==> config.mk <==
export PLATFORM = sky130hd
export DESIGN_NAME = marked_frame_receiver_addr_vote_top
export DESIGN_NICKNAME = d
export VERILOG_FILES = /design/src/rtl/core/mfrav_pkg.sv /design/src/rtl/core/mfrav_buf.sv /design/src/rtl/core/marked_frame_receiver_addr_vote_top.sv
export SDC_FILE = /design/constraint.sdc
export NUM_CORES = 2
export LEC_CHECK = 0
export BUFFER_PORTS_ARGS = -buffer_cell sky130_fd_sc_hd__buf_2
export CORE_MARGIN = 1.5
export CORE_UTILIZATION = 67
export CTS_CLUSTER_DIAMETER = 50
export DETAILED_ROUTE_END_ITERATION = 16
export PLACE_DENSITY = 0.85
export SLEW_MARGIN = 5
export SYNTH_ARGS = -nofsm -noshare
export SYNTH_HDL_FRONTEND = slang
export SYNTH_SLANG_ARGS = --single-unit
==> constraint.sdc <==
create_clock -name clk -period 7.77 [get_ports clk]
set_clock_uncertainty 0.15 [all_clocks]
set_input_delay 1.554 -clock clk [delete_from_list [all_inputs] [get_ports clk]]
set_output_delay 1.554 -clock clk [all_outputs]
set_load 0.02 [all_outputs]
==> src/rtl/core/mfrav_pkg.sv <==
// Shared types and codes for the marked frame receiver with address vote.
// Holds item kinds, configuration register indexes, reset values and the control states.
// No dependencies.
package mfrav_pkg;

  typedef enum logic [1:0] {
    KIND_BYTE = 2'd0,
    KIND_READ = 2'd1,
    KIND_ACK  = 2'd2,
    KIND_NONE = 2'd3
  } kind_t;

  typedef enum logic [1:0] {
    CFG_START_MARKER = 2'd0,
    CFG_END_MARKER   = 2'd1,
    CFG_ADDRESS_CHAR = 2'd2,
    CFG_UNUSED       = 2'd3
  } cfg_idx_t;

  localparam logic [7:0] START_MARKER_RST = 8'd37;
  localparam logic [7:0] END_MARKER_RST   = 8'd94;
  localparam logic [7:0] ADDRESS_CHAR_RST = 8'd70;

  typedef enum logic [1:0] {
    ST_IDLE,
    ST_READ,
    ST_COPY
  } state_t;

endpackage

==> src/rtl/core/mfrav_buf.sv <==
// Byte buffer: synchronous memory with one write and one registered read port.
// Per-entry valid bits make entries never written read as zero after reset.
// No dependencies.
module mfrav_buf #(
  parameter int DEPTH = 160,
  parameter int AW    = 8
) (
  input  logic          clk,
  input  logic          rst_n,
  input  logic          we,
  input  logic [AW-1:0] waddr,
  input  logic [7:0]    wdata,
  input  logic          re,
  input  logic [AW-1:0] raddr,
  output logic [7:0]    rdata
);

  logic [7:0]       mem [DEPTH];
  logic [DEPTH-1:0] vld_r;
  logic [7:0]       q_r;
  logic             ok_r;

  always_ff @(posedge clk) begin
    if (we) begin
      mem[waddr] <= wdata;
    end
    if (re) begin
      q_r <= mem[raddr];
    end
  end

  always_ff @(posedge clk) begin
    if (!rst_n) begin
      vld_r <= '0;
      ok_r  <= 1'b0;
    end else begin
      if (we) begin
        vld_r[waddr] <= 1'b1;
      end
      ok_r <= re && vld_r[raddr];
    end
  end

  // unwritten or unread entries give zero
  assign rdata = ok_r ? q_r : 8'd0;

endmodule

==> src/rtl/core/marked_frame_receiver_addr_vote_top.sv <==
// Frame receiver top level: byte handling, address vote, commit copy and read-out.
// Depends on mfrav_pkg and mfrav_buf (receive buffer and frame store).
//
// A received-byte, acknowledge or unused item has its result word registered at the
// accepting edge. For a frame-store read the frame store read port registers the data,
// then the result word is registered in ST_READ, where no item is taken. An end marker
// that wins the address vote returns its result at once, then copies the receive buffer
// into the frame store one slot per cycle through the receive buffer read port: no item
// is taken until the last slot is written. Reset needs no clearing pass: per-slot valid
// bits make both stores read as zero until written. A new item is taken while a result
// word still waits, as long as that word is taken in the same cycle.
module marked_frame_receiver_addr_vote_top #(
  parameter int BUFFER_BYTES = 160
) (
  input  logic       clk,
  input  logic       rst_n,
  input  logic       in_valid,
  output logic       in_ready,
  input  logic [1:0] in_kind,
  input  logic [7:0] in_rx_byte,
  input  logic       in_parity_error,
  input  logic [7:0] in_read_index,
  output logic       out_valid,
  input  logic       out_ready,
  output logic       out_committed,
  output logic       out_frame_ready,
  output logic       out_fault_flag,
  output logic [7:0] out_frame_length,
  output logic [7:0] out_read_data,
  input  logic       cfg_valid,
  output logic       cfg_ready,
  input  logic [1:0] cfg_index,
  input  logic [7:0] cfg_data
);

  localparam int AW = $clog2(BUFFER_BYTES);
  localparam int CW = $clog2(BUFFER_BYTES + 1);
  localparam logic [CW-1:0] FILL_LIM  = CW'(BUFFER_BYTES);
  localparam logic [8:0]    INDEX_LIM = 9'(BUFFER_BYTES);
  localparam logic [AW-1:0] LAST_SLOT = AW'(BUFFER_BYTES - 1);

  mfrav_pkg::state_t state_r, state_nxt;

  logic [7:0]    start_r, end_r, addr_char_r;
  logic [CW-1:0] fill_r, fill_nxt;
  logic [7:0]    len_r, len_nxt;
  logic          ready_r, ready_nxt;
  logic          fault_r, fault_nxt;
  logic [7:0]    slot_r [1:3];
  logic [AW-1:0] copy_r;
  logic          cp_wr_en_r;
  logic [AW-1:0] cp_wa_r;

  logic          out_valid_r, out_committed_r, out_ready_flag_r, out_fault_r;
  logic [7:0]    out_len_r, out_rdata_r;

  logic          acc, is_byte, is_read, is_ack;
  logic          is_start, is_end, vote, do_commit, do_append;
  logic          m1, m2, m3;
  logic          rx_we;
  logic [AW-1:0] rx_waddr;
  logic          rx_re, fs_re;
  logic [7:0]    rx_rdata, fs_rdata;
  logic          idx_ok;

  assign cfg_ready = 1'b1;

  always_ff @(posedge clk) begin
    if (!rst_n) begin
      start_r     <= mfrav_pkg::START_MARKER_RST;
      end_r       <= mfrav_pkg::END_MARKER_RST;
      addr_char_r <= mfrav_pkg::ADDRESS_CHAR_RST;
    end else if (cfg_valid) begin
      unique case (mfrav_pkg::cfg_idx_t'(cfg_index))
        mfrav_pkg::CFG_START_MARKER: start_r     <= cfg_data;
        mfrav_pkg::CFG_END_MARKER:   end_r       <= cfg_data;
        mfrav_pkg::CFG_ADDRESS_CHAR: addr_char_r <= cfg_data;
        default: ;
      endcase
    end
  end

  assign acc     = in_valid && in_ready;
  assign is_byte = (mfrav_pkg::kind_t'(in_kind) == mfrav_pkg::KIND_BYTE);
  assign is_read = (mfrav_pkg::kind_t'(in_kind) == mfrav_pkg::KIND_READ);
  assign is_ack  = (mfrav_pkg::kind_t'(in_kind) == mfrav_pkg::KIND_ACK);

  // start marker wins when both markers match
  assign is_start = (in_rx_byte == start_r);
  assign is_end   = !is_start && (in_rx_byte == end_r);

  assign m1   = (slot_r[1] == addr_char_r);
  assign m2   = (slot_r[2] == addr_char_r);
  assign m3   = (slot_r[3] == addr_char_r);
  assign vote = (m1 && m2) || (m1 && m3) || (m2 && m3);

  assign do_commit = acc && is_byte && is_end && vote;
  assign do_append = acc && is_byte && !is_start && !is_end && (fill_r < FILL_LIM);
  assign rx_we     = (acc && is_byte && is_start) || do_append;
  assign rx_waddr  = is_start ? '0 : fill_r[AW-1:0];
  assign idx_ok    = ({1'b0, in_read_index} < INDEX_LIM);
  assign fs_re     = acc && is_read && idx_ok;

  always_comb begin
    fill_nxt  = fill_r;
    len_nxt   = len_r;
    ready_nxt = ready_r;
    fault_nxt = fault_r;
    if (acc && is_byte) begin
      if (in_parity_error) begin
        fault_nxt = 1'b1;
      end
      if (is_start) begin
        fill_nxt = CW'(1);
      end else if (do_append) begin
        fill_nxt = fill_r + CW'(1);
      end else if (is_end) begin
        if (vote) begin
          ready_nxt = 1'b1;
          len_nxt   = 8'(fill_r);
        end else begin
          fault_nxt = 1'b0;
        end
      end
    end else if (acc && is_ack) begin
      if (ready_r) begin
        fault_nxt = 1'b0;
      end
      ready_nxt = 1'b0;
    end
  end

  always_ff @(posedge clk) begin
    if (!rst_n) begin
      fill_r  <= '0;
      len_r   <= 8'd0;
      ready_r <= 1'b0;
      fault_r <= 1'b0;
      slot_r[1] <= 8'd0;
      slot_r[2] <= 8'd0;
      slot_r[3] <= 8'd0;
    end else begin
      fill_r  <= fill_nxt;
      len_r   <= len_nxt;
      ready_r <= ready_nxt;
      fault_r <= fault_nxt;
      // mirror the address slots so the vote needs no memory read
      if (rx_we && rx_waddr == AW'(1)) slot_r[1] <= in_rx_byte;
      if (rx_we && rx_waddr == AW'(2)) slot_r[2] <= in_rx_byte;
      if (rx_we && rx_waddr == AW'(3)) slot_r[3] <= in_rx_byte;
    end
  end

  // next state
  always_comb begin
    state_nxt = state_r;
    unique case (state_r)
      mfrav_pkg::ST_IDLE: begin
        if (do_commit) begin
          state_nxt = mfrav_pkg::ST_COPY;
        end else if (acc && is_read) begin
          state_nxt = mfrav_pkg::ST_READ;
        end
      end
      mfrav_pkg::ST_READ: state_nxt = mfrav_pkg::ST_IDLE;
      mfrav_pkg::ST_COPY: begin
        if (copy_r == LAST_SLOT) begin
          state_nxt = mfrav_pkg::ST_IDLE;
        end
      end
      default: state_nxt = mfrav_pkg::ST_IDLE;
    endcase
  end

  // state outputs
  always_comb begin
    in_ready = 1'b0;
    rx_re    = 1'b0;
    unique case (state_r)
      mfrav_pkg::ST_IDLE: in_ready = !cp_wr_en_r && (!out_valid_r || out_ready);
      mfrav_pkg::ST_READ: ;
      mfrav_pkg::ST_COPY: rx_re = 1'b1;
      default: ;
    endcase
  end

  always_ff @(posedge clk) begin
    if (!rst_n) begin
      state_r    <= mfrav_pkg::ST_IDLE;
      copy_r     <= '0;
      cp_wr_en_r <= 1'b0;
    end else begin
      state_r    <= state_nxt;
      cp_wr_en_r <= rx_re;
      if (do_commit) begin
        copy_r <= '0;
      end else if (rx_re) begin
        copy_r <= copy_r + AW'(1);
      end
    end
  end

  // write address trails the read by the memory latency
  always_ff @(posedge clk) begin
    cp_wa_r <= copy_r;
  end

  mfrav_buf #(.DEPTH(BUFFER_BYTES), .AW(AW)) u_rx_buf (
    .clk   (clk),
    .rst_n (rst_n),
    .we    (rx_we),
    .waddr (rx_waddr),
    .wdata (in_rx_byte),
    .re    (rx_re),
    .raddr (copy_r),
    .rdata (rx_rdata)
  );

  mfrav_buf #(.DEPTH(BUFFER_BYTES), .AW(AW)) u_frame_store (
    .clk   (clk),
    .rst_n (rst_n),
    .we    (cp_wr_en_r),
    .waddr (cp_wa_r),
    .wdata (rx_rdata),
    .re    (fs_re),
    .raddr (in_read_index[AW-1:0]),
    .rdata (fs_rdata)
  );

  always_ff @(posedge clk) begin
    if (!rst_n) begin
      out_valid_r <= 1'b0;
    end else if (acc && !is_read) begin
      out_valid_r <= 1'b1;
    end else if (state_r == mfrav_pkg::ST_READ) begin
      out_valid_r <= 1'b1;
    end else if (out_ready) begin
      out_valid_r <= 1'b0;
    end
  end

  always_ff @(posedge clk) begin
    if (acc && !is_read) begin
      out_committed_r  <= do_commit;
      out_ready_flag_r <= ready_nxt;
      out_fault_r      <= fault_nxt;
      out_len_r        <= len_nxt;
      out_rdata_r      <= 8'd0;
    end else if (state_r == mfrav_pkg::ST_READ) begin
      out_committed_r  <= 1'b0;
      out_ready_flag_r <= ready_r;
      out_fault_r      <= fault_r;
      out_len_r        <= len_r;
      out_rdata_r      <= fs_rdata;
    end
  end

  assign out_valid        = out_valid_r;
  assign out_committed    = out_committed_r;
  assign out_frame_ready  = out_ready_flag_r;
  assign out_fault_flag   = out_fault_r;
  assign out_frame_length = out_len_r;
  assign out_read_data    = out_rdata_r;

endmodule

==> impl_metrics.json <==
{
  "cts_max_level": 5,
  "dp.cells": 8278,
  "critPathLaunch": "in_rx_byte[1]",
  "crit_end": "u_rx_buf.mem[137][3]",
  "leakagePower_uw": 0.0370,
  "pwr-share-comb": 0.020,
  "viasPerCell": 7.38,
  "cap_violations": 0,
  "min_from": "copy_r[6]",
  "synth_top_family_by_area": "multiplexers",
  "fp.dieW_um": 420,
  "p_clk_frac": 0.441,
  "min_period_over_period": 0.665,
  "synthAdderAreaFrac": 0.000301,
  "syn_area_um2": 116000,
  "outcome": "finished, final reports clean",
  "synthToLayoutAreaGrowth_pct": 10.3,
  "synth_seq_area_share": 0.741,
  "antenna_left": 0,
  "synthCells": 6163,
  "cts_root_buffer": "clkbuf_16",
  "max_slew_margin": 0.0205,
  "netlist_top_cells_area": "edfxtp_1 (67%), mux4_2 (14%), dfxtp_1 (6.7%), nor2_1 (2.3%), mux2i_1 (1.9%)",
  "die_area_um2": 176000,
  "timing.rr.start": "copy_r[1]",
  "hp-class": "flop to flop",
  "worstSkewPairLatency_ns": 0.97,
  "die_h_um": 420,
  "async_flop_share": 0,
  "synth_area_leader_cell": "edfxtp_1",
  "grt_pass1_wl_mm": 456,
  "synth_area_per_cell_um2": 18.9,
  "drt_iter0_drc": 11100,
  "post-route-min-period_ns": 5.17,
  "final-hold-violation-count": 0,
  "slew_violations": 0,
  "dr.pass1.iters": 7,
  "cts.sinks": 3003,
  "routed_wl_mm": 318,
  "seq_power_share": 0.539,
  "finalNetCount": 6307,
  "ys_seq_elements": 3003,
  "synthMuxAreaShare": 0.158,
  "gp_congestion": 0.994,
  "reg2reg_slack_ns": 2.74,
  "yosysWarnings": 0,
  "internal_power_uw": 25700,
  "p_sw_uw": 6570,
  "cts.repair.resized": 0,
  "synth_top_area_frac": 0.674,
  "synth.distinct_cells": 74,
  "hpwl_mm": 179,
  "clk_pin_slew_ns": 0.06,
  "synth_xor_area_frac": 0.00384,
  "power_density_nw_per_um2": 252,
  "grt_usage": 0.366,
  "gr-total-overflow": 0,
  "layout_commonest_cell": "edfxtp_1",
  "cts_inserted_buffers": 301,
  "timing.rr.end": "u_rx_buf.q_r[4]",
  "vias": 65000,
  "rsz0062_at_grt": "no",
  "crit_arrival_ns": 5.58,
  "worst_pin_slew_ns": 1.47,
  "critPathMaxFanout": 88,
  "layout_common_cells": "edfxtp_1 (2611), nor2_1 (715), mux4_2 (705), dfxtp_1 (387), clkbuf_16 (309)",
  "syn-num-nets": 6199,
  "n_fill_cell": 8642,
  "setup_tns_ns": 0,
  "antenna_found_initial": 21,
  "drive_above_1_share": 0.211,
  "synth_edf_count": 2611,
  "hold_buffers": 0,
  "synthSimpleGateAreaFrac": 0.0477,
  "cp-end-kind": "flop",
  "required_ns": 8.19,
  "rr_worst_depth": 9,
  "worstSetupStartpointType": "input port",
  "switching_share": 0.203,
  "pin_count": 56,
  "wl_per_cell_um": 36.1,
  "grt_pass1_vias": 64500,
  "synth-compound-area-share": 0.0333,
  "core_area_um2": 172000,
  "fp-row-count": 152,
  "initial_utilization": 0.676,
  "grt_max_degree": 118,
  "port_buffers": 54,
  "post-cts-setup-buffers": 0,
  "drc_errors": 0,
  "clockBufferDepth": 4,
  "worstSetupPathType": "input port to flop",
  "ir_drop_v": 0.000303,
  "max_freq_ghz": 0.194,
  "cts_tree": "yes",
  "stdcell_count": 8816,
  "yosys_most_used_dff": "edfxtp_1",
  "setup_viol": 0
}
[cells in the mapped netlist, drive strengths merged (29+ instances only)]
cell type  number
buf           169
nor2b          33
nand2         215
dfxtp         392
clkbuf        185
a21oi          79
xor2           34
nor2          748
and2           29
o21ai          49
a221oi         31
mux2i         225
o221ai         36
nand3          73
o22ai          33
a211oi         35
mux4          705
a22oi          31
edfxtp       2611
o21a          164
[power by group through the flow]
stage,sequential (uW),combinational (uW),clock [uW]
floorplan,17800,325,0
global placement,17800,614,0
detailed placement,17800,628,0
CTS,17400,635,14200
global route,17400,666,14800
finish,17400,653,14200
[stage by stage]
stage	utilization	cell area (um2)	hold WS [ns]	worst slack (ns)	power (uW)
after detailed placement	0.691	119000	0.227	1.98	18400
after global routing	0.746	128000	0.260	2.67	32900
after global placement	0.691	119000	0.213	2.06	18400
final	0.746	128000	0.255	2.60	32300
after floorplan	-	116000	0.176	3.50	18100
after CTS	0.746	128000	0.251	2.88	32300
[cell type report]
type / instances / area (um2) / share of cell area
tap: 2310 / 2890 / 0.0225
clock buffer: 418 / 8350 / 0.0651
antenna: 13 / 32.5 / 0.000253
timing repair buffer: 159 / 1240 / 0.00970
sequential: 3003 / 86300 / 0.672
clock inverter: 107 / 1080 / 0.00842
multi-input combinational: 2784 / 28400 / 0.221
inverter: 22 / 88.8 / 0.000692
[critical path, cell delays in order]
cell and delay (ns):
buf_4 0.68, xnor2_1 0.14, nand4_1 0.14, nor2_1 0.16, nor3b_1 0.57, nand2_1 1.04
nor2_1 1.05
[cells by family (layout without fill, tap and decap cells)]
group,count (synthesis),after routing
AOI/OAI and AO/OA,543,543
xor gates and xnor gates,51,51
adders and majority gates,3,3
buffers and inverters,376,706
DFF,3003,3003
muxes,956,956
other,1,14
and+or+nand+nor,1230,1230
[registers in the layout (all words and copies together), names as in the netlist, 2 cells and up]
signal	count
u_rx_buf.q_r	8
u_rx_buf.vld_r	160
out_read_data	8
u_rx_buf.mem	1280
fill_r	8
start_r	8
out_frame_length	8
slot_r	24
len_r	8
end_r	8
addr_char_r	8
u_frame_store.vld_r	160
copy_r	8
cp_wa_r	8
u_frame_store.mem	1280
u_frame_store.q_r	8
state_r	2
[routing by layer]
layer,global-route usage,share of wire,up-vias,wire length (um)
met3,0.0938,0.12,1302,39500
met2,0.573,0.48,6013,152000
met1,0.460,0.32,32800,101000
li1,-,-,24900,-
met4,0.239,0.079,20,25100
met5,0.00139,0.00041,-,131
[how the worst min path moves through the flow]
stage	to	cells after the start
detailed placement	cp_wa_r[6]	0
global route	cp_wa_r[6]	0
global placement	cp_wa_r[6]	0
CTS	cp_wa_r[6]	0
finish	cp_wa_r[6]	0
floorplan	cp_wa_r[3]	0
No activity file was read; power rests on OpenSTA's default activity.
